## config.mk

```make
export PLATFORM = sky130hd
export DESIGN_NAME = kiut_ctrl
export DESIGN_NICKNAME = d
export VERILOG_FILES = /design/src/rtl/kiut_pkg.sv /design/src/rtl/kiut_ctrl.sv
export SDC_FILE = /design/constraint.sdc
export NUM_CORES = 1
export LEC_CHECK = 0
export BUFFER_PORTS_ARGS = -buffer_cell sky130_fd_sc_hd__buf_2
export CAP_MARGIN = 10
export CORE_AREA = 2 2 270 272
export CTS_CLUSTER_SIZE = 28
export DETAILED_ROUTE_END_ITERATION = 10
export DIE_AREA = 0 0 272 274
export SETUP_SLACK_MARGIN = 0.5
export SLEW_MARGIN = 5
export SYNTH_ARGS = -nofsm -noshare
export SYNTH_HDL_FRONTEND = slang
export SYNTH_SLANG_ARGS = --single-unit
```

## constraint.sdc

```tcl
create_clock -name i_clk -period 13.6 [get_ports i_clk]
set_input_delay 0.68 -clock i_clk [delete_from_list [all_inputs] [get_ports i_clk]]
set_output_delay 0.68 -clock i_clk [all_outputs]
set_load 0.02 [all_outputs]
```

## src/rtl/kiut_pkg.sv

```systemverilog
// ----------------------------------------------------------------------------
// kiut_pkg
// Shared types and codes for the keyed insert/update table.
// ----------------------------------------------------------------------------
package kiut_pkg;

    localparam int KEY_W   = 64;
    localparam int PAY_W   = 64;
    localparam int SEQ_W   = 32;
    localparam int STAMP_W = 32;
    localparam int SLOT_W  = 6;

    localparam logic REQ_STORE = 1'b0;
    localparam logic REQ_QUERY = 1'b1;

    typedef enum logic [2:0] {
        ST_UPDATED  = 3'd0,
        ST_INSERTED = 3'd1,
        ST_FULL     = 3'd2,
        ST_HIT      = 3'd3,
        ST_MISS     = 3'd4
    } t_status;

    typedef enum logic [1:0] {
        S_IDLE,
        S_SCAN,
        S_OUT
    } t_state;

    typedef struct packed {
        logic [KEY_W-1:0]   key;
        logic [SEQ_W-1:0]   seq;
        logic [STAMP_W-1:0] stamp;
        logic [PAY_W-1:0]   payload;
    } t_entry;

    typedef struct packed {
        t_status            status;
        logic [SLOT_W-1:0]  slot;
        logic [SEQ_W-1:0]   seq;
        logic [STAMP_W-1:0] stamp;
        logic [PAY_W-1:0]   payload;
    } t_result;

endpackage

```

## src/rtl/kiut_ctrl.sv

```systemverilog
// ----------------------------------------------------------------------------
// kiut_ctrl
// Scan sequencer: streams used slots through one key comparator, then
// updates, appends or reports.
// ----------------------------------------------------------------------------
module kiut_ctrl #(
    parameter int ENTRIES = 64
) (
    input  logic                               i_clk,
    input  logic                               i_rst_n,
    input  logic                               i_in_valid,
    output logic                               o_in_stall,
    input  logic                               i_req_type,
    input  logic [kiut_pkg::KEY_W-1:0]         i_key_hash,
    input  logic [kiut_pkg::PAY_W-1:0]         i_payload_in,
    input  logic [kiut_pkg::STAMP_W-1:0]       i_now_time,
    output logic                               o_rd_en,
    output logic [$clog2(ENTRIES)-1:0]         o_rd_addr,
    input  kiut_pkg::t_entry                   i_rd_data,
    output logic                               o_wr_en,
    output logic [$clog2(ENTRIES)-1:0]         o_wr_addr,
    output kiut_pkg::t_entry                   o_wr_data,
    output logic                               o_res_vld,
    output kiut_pkg::t_result                  o_res,
    input  logic                               i_out_free
);

    localparam int AW = $clog2(ENTRIES);
    localparam int CW = $clog2(ENTRIES + 1);

    kiut_pkg::t_state  r_state, n_state;
    logic [CW-1:0]     r_used, n_used;
    logic [CW-1:0]     r_idx, n_idx;
    logic              r_pend;
    logic [AW-1:0]     r_pend_idx;
    kiut_pkg::t_result r_res, n_res;

    logic                          r_req_type;
    logic [kiut_pkg::KEY_W-1:0]    r_key;
    logic [kiut_pkg::PAY_W-1:0]    r_pay;
    logic [kiut_pkg::STAMP_W-1:0]  r_now;

    logic accept;
    logic more;
    logic hit;

    assign accept     = (r_state == kiut_pkg::S_IDLE) && i_in_valid;
    assign o_in_stall = (r_state != kiut_pkg::S_IDLE);
    assign more       = (r_idx < r_used);
    assign hit        = r_pend && (i_rd_data.key == r_key);
    assign o_rd_addr  = r_idx[AW-1:0];

    always_ff @(posedge i_clk) begin
        if (!i_rst_n) begin
            r_state <= kiut_pkg::S_IDLE;
            r_used  <= '0;
            r_idx   <= '0;
            r_pend  <= 1'b0;
        end else begin
            r_state <= n_state;
            r_used  <= n_used;
            r_idx   <= n_idx;
            r_pend  <= o_rd_en;
        end
    end

    always_ff @(posedge i_clk) begin
        r_pend_idx <= r_idx[AW-1:0];
        r_res      <= n_res;
        if (accept) begin
            r_req_type <= i_req_type;
            r_key      <= i_key_hash;
            r_pay      <= i_payload_in;
            r_now      <= i_now_time;
        end
    end

    always_comb begin
        n_state   = r_state;
        n_used    = r_used;
        n_idx     = r_idx;
        n_res     = r_res;
        o_rd_en   = 1'b0;
        o_wr_en   = 1'b0;
        o_wr_addr = r_pend_idx;
        o_wr_data = '{key: r_key, seq: i_rd_data.seq + 1'b1, stamp: r_now, payload: r_pay};
        o_res_vld = 1'b0;
        unique case (r_state)
            kiut_pkg::S_IDLE: begin
                if (i_in_valid) begin
                    n_idx   = '0;
                    n_state = kiut_pkg::S_SCAN;
                end
            end
            kiut_pkg::S_SCAN: begin
                if (hit) begin
                    n_state       = kiut_pkg::S_OUT;
                    n_res.slot    = kiut_pkg::SLOT_W'(r_pend_idx);
                    if (r_req_type == kiut_pkg::REQ_STORE) begin
                        o_wr_en       = 1'b1;
                        n_res.status  = kiut_pkg::ST_UPDATED;
                        n_res.seq     = i_rd_data.seq + 1'b1;
                        n_res.stamp   = r_now;
                        n_res.payload = '0;
                    end else begin
                        n_res.status  = kiut_pkg::ST_HIT;
                        n_res.seq     = i_rd_data.seq;
                        n_res.stamp   = i_rd_data.stamp;
                        n_res.payload = i_rd_data.payload;
                    end
                end else if (!more) begin
                    n_state = kiut_pkg::S_OUT;
                    n_res   = '{status: kiut_pkg::ST_MISS, default: '0};
                    if (r_req_type == kiut_pkg::REQ_STORE) begin
                        if (r_used < CW'(ENTRIES)) begin
                            o_wr_en         = 1'b1;
                            o_wr_addr       = r_used[AW-1:0];
                            o_wr_data.seq   = kiut_pkg::SEQ_W'(1);
                            n_used          = r_used + 1'b1;
                            n_res.status    = kiut_pkg::ST_INSERTED;
                            n_res.slot      = kiut_pkg::SLOT_W'(r_used[AW-1:0]);
                            n_res.seq       = kiut_pkg::SEQ_W'(1);
                            n_res.stamp     = r_now;
                        end else begin
                            n_res.status    = kiut_pkg::ST_FULL;
                        end
                    end
                end else begin
                    o_rd_en = 1'b1;
                    n_idx   = r_idx + 1'b1;
                end
            end
            kiut_pkg::S_OUT: begin
                o_res_vld = 1'b1;
                if (i_out_free) begin
                    n_state = kiut_pkg::S_IDLE;
                end
            end
            default: begin
                n_state = kiut_pkg::S_IDLE;
            end
        endcase
    end

    assign o_res = r_res;

    a_used_bound: assert property (@(posedge i_clk) disable iff (!i_rst_n)
        r_used <= CW'(ENTRIES))
        else $error("used count beyond table size");

    a_used_only_scan: assert property (@(posedge i_clk) disable iff (!i_rst_n)
        (r_state != kiut_pkg::S_SCAN) |=> (r_used == $past(r_used)))
        else $error("used count changed outside scan");

    a_write_ends_scan: assert property (@(posedge i_clk) disable iff (!i_rst_n)
        o_wr_en |=> (r_state == kiut_pkg::S_OUT))
        else $error("write did not finish the scan");

    a_res_held: assert property (@(posedge i_clk) disable iff (!i_rst_n)
        (o_res_vld && !i_out_free) |=> ((r_state == kiut_pkg::S_OUT) && $stable(r_res)))
        else $error("pending result lost");

endmodule
```

-- After elaboration in Yosys (flattened, before gate mapping)
Cells that the tools add are included.
- equal/unequal tests: 9
- $lt $le $gt $ge: 2
- muxes and demuxes: 36
- div/mod/pow operators: 0
- add/sub/neg operators: 3
- reductions and logical operators: 9
- $mul: 0
- shift-type cells: 0
- bitwise logic cells: 3
- operators with widths (operator ; count):
    $mux W137 ; 2
    $mux W32 ; 5
    $mux W128 ; 1
    $mux W73 ; 1
    $mux W70 ; 1
    $eq A64 B64 Y1 ; 1
    $add A32 B1 Y32 const B ; 1
    $mux W6 ; 5
    $mux W7 ; 3
    $add A7 B1 Y7 const B ; 2
    $pmux W7 S2 ; 1
    $mux W2 ; 6
    $mux W1 ; 10
    $ne A2 B2 Y1 const B ; 4
    $lt A7 B7 Y1 ; 1
    $lt A7 B7 Y1 const B ; 1
    $pmux W2 S3 ; 1
    $reduce_and A5 Y1 ; 1
    $reduce_and A4 Y1 ; 1
    $reduce_bool A2 Y1 ; 2
    $ne A3 B3 Y1 const B ; 1
    $not A1 Y1 ; 3
    $reduce_and A3 Y1 ; 1
    $eq A2 B1 Y1 const B ; 1
    5 further kinds ; 6
- memories: 0
- input bits: 357
- bits in read-only memories: 0
- logic and storage cells: 76
- flip-flop bits (word level): 321
- output and inout bits: 345
- bits in latches: 0
- memory bits (writable): 0

-- Longest topological paths before layout
Gate-level depths: netlist of run 1.
- depth after elaboration: 6
- gate-level depth with buffers: 10
- depth with buffers taken out: 8

-- Worst setup path after synthesis of run 1
No wires, ideal clock.
- path type: input port to flip-flop
- start point: in i_rd_data[177] in the netlist's numbering
- end point: reg r_res (netlist bit o_res[0]), enable pin
- cell stages on the path: 8
- slack: 4189 ps
- path buffers: 2
- arrival time: 8733 ps
- path through: xnor2_1 > nand2_1 > or3b_1 > nor4_1 > nand3_2 > buf_2 > buf_2 > a21oi_1
- cells in the longest elaborated chain, start to end: 4
- RTL lines (what ; RTL line ; RTL):
    from (decl) ; kiut_ctrl.sv:19 ; input kiut_pkg::t_entry i_rd_data,
    $eq A64 B64 Y1 ; kiut_ctrl.sv:50 ; assign hit = r_pend && (i_rd_data.key == r_key);
    $logic_and A1 B1 Y1 ; kiut_ctrl.sv:50 ;
    $ne A2 B1 Y1 (no source line) ; n/a ;
    $reduce_and A2 Y1 (no source line) ; n/a ;
    to (signal assigned) ; kiut_ctrl.sv:69 ; r_res <= n_res;
    to (decl) ; kiut_ctrl.sv:36 ; kiut_pkg::t_result r_res, n_res;
Every way passes these cells.
A chain may end at the register's enable or synchronous reset.

-- Worst setup path in the final report of run 1
- start point: reg r_used[5]
- end point: out o_wr_addr[5]
- cells in the longest elaborated chain, start to end: 6
- elaborated cells on any way between the ends: 7
- those cells by class: order compare: 2; mux: 5
- RTL lines (what ; RTL line ; RTL):
    from (decl) ; kiut_ctrl.sv:32 ; logic [CW-1:0] r_used, n_used;
    from (signal assigned) ; kiut_ctrl.sv:61 ; r_used <= n_used;
    $lt A7 B7 Y1 ; kiut_ctrl.sv:115 ; if (r_used < CW'(ENTRIES)) begin
    $mux W6 ; kiut_ctrl.sv:115 ;
    $mux W6 ; kiut_ctrl.sv:114 ; if (r_req_type == kiut_pkg::REQ_STORE) begin
    $mux W6 (*) ; kiut_ctrl.sv:111 ; end else if (!more) begin
    $mux W6 (*) ; kiut_ctrl.sv:96 ; if (hit) begin
    $mux W6 (*) ; kiut_ctrl.sv:88 ; unique case (r_state)
    to (decl) ; kiut_ctrl.sv:21 ; output logic [$clog2(ENTRIES)-1:0] o_wr_addr,
Every way passes the cells marked *; elsewhere a longest branch is shown, timed or not.

==> results of run 1 <==
-- logic make-up after synthesis --
family,count (synthesis),share of synthesized area
AOI/OAI and AO/OA,75,0.04359
xor gates and xnor gates,110,0.07126
adders and majority gates,9,0.008329
buffers and inverters,57,0.02128
DFF,321,0.6959
muxes,13,0.01138
and+or+nand+nor,366,0.1483
-- layout by cell type (no fill, tap or decap), types with 3 or more instances in the layout --
master,instances
clkinv_1,7
mux2_2,3
mux2_4,4
o21ai_0,8
dfxtp_1,23
clkbuf_16,41
a2111oi_0,6
or3_1,7
nor4bb_1,3
and4_1,3
nor3_1,10
and2_1,67
diode_2,5
nand2b_1,8
xnor2_1,46
buf_4,8
xor2_1,64
a21o_1,7
a21oi_1,8
nor4_1,19
a41o_1,3
ha_1,9
nand2_1,50
mux2i_1,6
nor2b_1,29
nor2_1,86
edfxtp_1,298
and3_1,17
inv_1,16
clkbuf_1,6
nor4b_1,3
bufinv_16,3
a22o_1,32
buf_2,701
clkinv_2,8
nand4_1,17
nand3_1,28
-- state kept, by name, summed over array words and instances, names as in the netlist --
name / flops
o_res: 137
r_idx: 7
r_key: 64
r_now: 32
r_pay: 64
r_pend: 1
r_pend_idx: 6
r_req_type: 1
r_state: 2
r_used: 7
-- critical path, cell delays in order, from the launching register on --
cell     delay, ns
dfxtp_1       0.53
inv_1         0.11
ha_1          0.31
and3_1        0.17
nand2_1       0.07
o21ai_0       0.46
nand3_1       0.42
nor2_4        0.96
mux2_2        0.44
buf_2         0.16
-- layer usage --
metal | routed length (µm) | track usage | vias to the layer above
met5 | 188 | 0 | -
met4 | 1521 | 0.03962 | 28
met3 | 5186 | 0.05000 | 103
met2 | 28100 | 0.2497 | 569
met1 | 21630 | 0.1642 | 5167
li1 | - | - | 4916
-- power by group --
group	total, mW	internal [mW]	leakage, nW	switching [mW]
Sequential	1.18	1.15	3.11	0.0277
Clock	1.07	0.622	0.642	0.451
Combinational	0.328	0.107	4.44	0.221
-- layout make-up --
type | instances | share of cell area
Inverter | 17 | 0.003669
Clock inverter | 25 | 0.01365
Sequential cell | 321 | 0.4841
Clock buffer | 48 | 0.05465
Timing Repair Buffer | 709 | 0.1836
Tap cell | 959 | 0.06174
Antenna cell | 5 | 0.0006438
Multi-Input combinational cell | 573 | 0.1980
-- worst paths after layout --
| check | end | slack, ns | cells after the start |
|---|---|---|---|
| max | o_wr_addr[5] | 8.71 | 9 |
| min | r_pay[21] | 0.27 | 1 |
| min reg2reg | r_pend_idx[1] | 0.44 | 0 |
| max reg2reg | o_res[136] | 8.97 | 9 |
-- metrics by stage --
stage          std cells  hold WS (ns)  setup slack (ns)
2_1_floorplan        951        0.3943             4.189
3_3_place_gp        2579        0.4380             8.554
3_5_place_dp        2579        0.4370             8.460
4_1_cts             2652        0.2207             8.687
5_1_grt             2654        0.2275             8.396
6_report            2657        0.2720             8.705
==> impl_metrics.yaml, run 1 <==
status:
  status: "complete, no violations"
clocking:
  path_clk_slew_ns: 0.06
  numCtsBuffers: 40
  cts-root-buf: "clkbuf_16"
  insertion_delay_ns: 0.58
  htreeDepth: 2
  cts_tree: "done"
  cts_hold_buf: 0
  cts_sinks: 321
  cts_resized: 0
  postCtsSetupBuffers: 0
  cts_buffer_depth: 3
cells_and_area:
  final_cell_area_um2: 19440
  final_layout_size_suffix_gt1_frac: 0.4678
  multi_input_area_um2: 3847
  seq_area_um2: 9409
  final_nets: 2028
  final_core_util: 0.2701
  nFillCells: 7542
  area_growth_pct: 43.75
worst_setup_path:
  crit_type: "reg -> out"
  required_ns: 12.92
  setup.worst_path.start: "r_used[5]"
  endpoint_kind: "primary output"
  worstPathMaxFanout: 40
  start_kind: "register"
  reg2reg_from: "r_key[34]"
  crit_arrival_ns: 4.21
synthesis:
  yosys.area.top_type: "edfxtp_1"
  syn_inst: 951
  synthesis.area_um2: 13520
  synthTopCellsByCount: "edfxtp_1 (298), nor2_1 (86), and2_1 (67), xor2_1 (64), nand2_1 (50)"
  yosys_warnings: 0
  ys_ff_latch: 321
  synthArstFlopShare: 0
  synth_cell_types: 60
  netlist_top_cells_area: "edfxtp_1 (66%), xor2_1 (4.1%), dfxtp_1 (3.4%)"
  synth_most_common_cell: "edfxtp_1"
  synth_edf_count: 298
  synthesis.nets: 1317
  yosysSeqAreaShare: 0.6959
  syn_avg_cell_area_um2: 14.22
  ys.flop_type: "edfxtp_1"
  synth_top_area_share: 0.6619
die:
  die_y_um: 274
  coreArea_um2: 71970
  fp-row-count: 99
  start_util: 0.1879
  die_area_um2: 74530
  ios: 702
  die_x_um: 272
worst_hold_path:
  worstHoldPathType: "in -> reg"
  min_from: "i_payload_in[21]"
timing:
  worst_pin_slew_ns: 1.106
  finClkSkew_ns: 0.03087
  relSlewSlack: 0.2610
  max_freq_mhz: 204.3
  setup_viol: 0
  drv_slew: 0
  layout_min_cycle_time_ns: 4.895
  post-route-period-util: 0.3599
  hold_viol: 0
  fin_tns_setup_ns: 0
  rsz0062_at_grt: "no"
detailed_routing:
  first_pass_iters: 5
  wirelength_um: 56630
  via_count: 10780
  antenna_left: 0
  viasPerCell: 4.058
  post_drt_wl_per_cell_um: 21.31
  drt-initial-drc-count: 588
  route.detailed.drc: 0
placed_design:
  dp_hpwl_um: 45810
  io_buffers: 701
  gp_congestion: 0.8759
  place_area_um2: 18100
power_and_ir_drop:
  pwr_density_cell_nw_per_um2: 132.5
  power.leakage_nw: 8.197
  worst_ir_drop_vdd_mv: 0.1051
  power_mw: 2.576
grt:
  grt_overflow: 0
  grt_pass1_wl_um: 76490
  grt_pass1_vias: 10850
  track_usage: 0.1425
  grt_start_max_net_pins: 97
  antenna_found_initial: 19
job:
  cap_violations: 0
No activity file was read; power rests on OpenSTA's default activity.
==> run 2: changes to the inputs <==
Settings changed: ABC_AREA set to 1.
Clock period 13.6 ns to 4.6 ns, I/O delays scaled along.
==> run 2 against run 1 <==
Wire length increased by 14%. Clock power increased to 3.0 times the previous value. Sequential share of layout area fell by 7.1 points. Clock skew shrank 0.00099 ns. Clock-buffer cell count rose by 2. Die area unchanged. Cell area rose by 17%. Synthesized area up 5.3%. Synthesized cell count increased by 48%. Sequential power increased to 3.2 times the previous value. Hold slack worse by 0.23 ns. Critical endpoint is now o_wr_en. Highest routed layer unchanged.
==> impl_metrics.yaml, run 2 <==
power_and_ir_drop:
  power.leakage_nw: 10.55
  p_seq_frac: 0.422
  worst_ir_drop_vdd_mv: 0.3671
  switchingPower_mw: 2.721
  internal_power_mw: 6.220
  p_clk_frac: 0.365
  p_sw_frac: 0.3043
  pwr_density_cell_nw_per_um2: 392.8
  combPwrFrac: 0.214
timing:
  drv_slew: 0
  rsz0062_at_grt: "no"
  post-route-period-util: 0.8436
  hold_viol: 0
  layout_min_cycle_time_ns: 3.881
  fin_tns_setup_ns: 0
  max_freq_mhz: 257.7
  finClkSkew_ns: 0.02988
  hold_slack_ns: 0.03951
  relSlewSlack: 0.4037
  setup_viol: 0
  worst_pin_slew_ns: 0.8945
worst_setup_path:
  crit_type: "reg -> out"
  endpoint_kind: "primary output"
  cp_cell_sequence: "xnor2_1, nand2_1, nor2_1, nand3_1, nor2_1, nand3_2, inv_4, nand2_8, o21a_1, buf_2"
  start_kind: "register"
  path_common_cell: "nor2_1"
  cpLargestDelayFamily: "simple AND/OR/NAND/NOR gates"
  crit_slowest_cell: "edfxtp_1"
  reg2reg_from: "r_key[58]"
  required_ns: 4.37
  critPathMaxStageDelay_ns: 0.41
  worstPathMaxFanout: 63
  cp.buffers_inverters: 2
  reg2regPathDepth: 11
  r2r_slack_ns: 1.02
  r2r-end: "o_res[69]"
  setup.worst_path.start: "r_key[58]"
  crit_arrival_ns: 3.65
synthesis:
  netlist_top_cells_area: "edfxtp_1 (63%), nand2_1 (8.9%), inv_1 (6.2%)"
  synthSimpleGateAreaFrac: 0.1940
  synth-compound-area-share: 0.03252
  yosys.area_share.adder: 0.007910
  synth_top_area_share: 0.6286
  synth_top_family_by_area: "simple AND/OR/NAND/NOR gates"
  synth_most_common_cell: "nand2_1"
  synth_edf_count: 298
  syn_inst: 1409
  yosys_warnings: 0
  synth_cell_types: 38
  ys_ff_latch: 321
  synthesis.nets: 1775
  yosysSeqAreaShare: 0.6609
  synthesis.area_um2: 14240
  synth_mux_area_frac: 0
  syn_avg_cell_area_um2: 10.10
  synth_xor_area_frac: 0.02830
  yosys.area.top_type: "edfxtp_1"
  synthTopCellsByCount: "nand2_1 (337), edfxtp_1 (298), inv_1 (235), nor2_1 (209), nand3_1 (69)"
  synthArstFlopShare: 0
  ys.flop_type: "edfxtp_1"
worst_hold_path:
  holdPathStages: 3
  worstHoldPathType: "in -> reg"
  whs_endpoint: "o_res[92]"
  min_from: "i_rd_data[92]"
job:
  cap_violations: 0
grt:
  grt_start_max_net_pins: 73
  grt_pass1_vias: 13710
  grt_overflow: 0
  antenna_found_initial: 14
  track_usage: 0.1651
  grt_pass1_wl_um: 89940
die:
  fp-row-count: 99
  start_util: 0.1978
  die_y_um: 274
  ios: 702
  coreArea_um2: 71970
  die_area_um2: 74530
  die_x_um: 272
cells_and_area:
  final_common_cell: "buf_2"
  final_layout_size_suffix_gt1_frac: 0.3282
  largest_reg_flops: 137
  final_nets: 2749
  final_cell_area_um2: 22760
  area_growth_pct: 59.90
  final_cell_mix: "buf_2 (701), nand2_1 (336), edfxtp_1 (298), dlygate4sd3_1 (248), inv_1 (234)"
  final_core_util: 0.3163
detailed_routing:
  first_pass_iters: 5
  drt-initial-drc-count: 848
  via_count: 13690
  wirelength_um: 64830
  route.detailed.drc: 0
  post_drt_wl_per_cell_um: 19.21
  viasPerCell: 4.056
  antenna_left: 0
clocking:
  numCtsBuffers: 40
  htreeDepth: 2
  cts_sinks: 321
  path_clk_slew_ns: 0.06
  insertion_delay_ns: 0.57
  cts_tree: "done"
  cts-root-buf: "clkbuf_16"
  cts_buffer_depth: 3
status:
  status: "complete, no violations"
placed_design:
  place_area_um2: 18940
  io_buffers: 701
  dp_hpwl_um: 49860
  gp_congestion: 0.9366
## run 2: worst min-delay path: stages
cell	delay (ns)
buf_2	0.08
nand3_1	0.10
nand2_1	0.08
## run 2: worst max path at each step
stage,end,cells past startpoint
finish,o_wr_en,10
global route,o_wr_data[116],11
CTS,o_wr_en,10
detailed placement,o_res[135],10
global placement,o_wr_en,10
floorplan,r_key[0],3
## run 2: power groups by stage
stage	Sequential (mW)	Combinational, mW	Clock, mW
final	3.77	1.91	3.26
after global routing	3.81	2.06	3.46
after CTS	3.77	1.93	3.37
after detailed placement	3.83	1.75	0
after global placement	3.82	1.75	0
after floorplan	4.21	0.533	0
## run 2: logic make-up after synthesis
| group | count (synthesis) |
|---|---|
| flops | 321 |
| fa+ha+maj | 9 |
| compound gates | 84 |
| xor+xnor | 46 |
| buf+inv | 275 |
| simple gates | 674 |
## run 2: area by class of cell
cell class / instances / area (µm²)
Antenna cell: 3 / 7.507
Clock buffer: 50 / 1060
Sequential cell: 321 / 9409
Inverter: 239 / 903.4
Timing Repair Buffer: 968 / 6146
Multi-Input combinational cell: 813 / 3770
Clock inverter: 22 / 267.8
Tap cell: 959 / 1200
Fill cell: 7399 / 49200
## run 2: stage by stage
step	instances	power [mW]	setup slack, ns
final	3375	8.941	0.7194
after CTS	3372	9.062	0.5516
after detailed placement	3052	5.576	0.9460
after global routing	3375	9.321	0.5418
after global placement	3052	5.568	0.9853
after floorplan	1409	4.745	1.192
## run 2: what timing repair did
| action | 4_1_cts | 5_1_grt |
|---|---|---|
| gates resized for setup | 1 | 1 |
| endpoints found under the hold margin | 254 | 0 |
| hold buffers | 248 | 0 |
| endpoints found under the setup margin | 1 | 1 |
| setup buffers | 0 | 0 |
## run 2: per-layer routing
metal	GRT usage	vias up	wire length (µm)
li1	-	6543	-
met1	0.1861	6298	24180
met2	0.2874	715	31810
met3	0.05193	126	6152
met4	0.07071	8	2637
met5	0	-	53
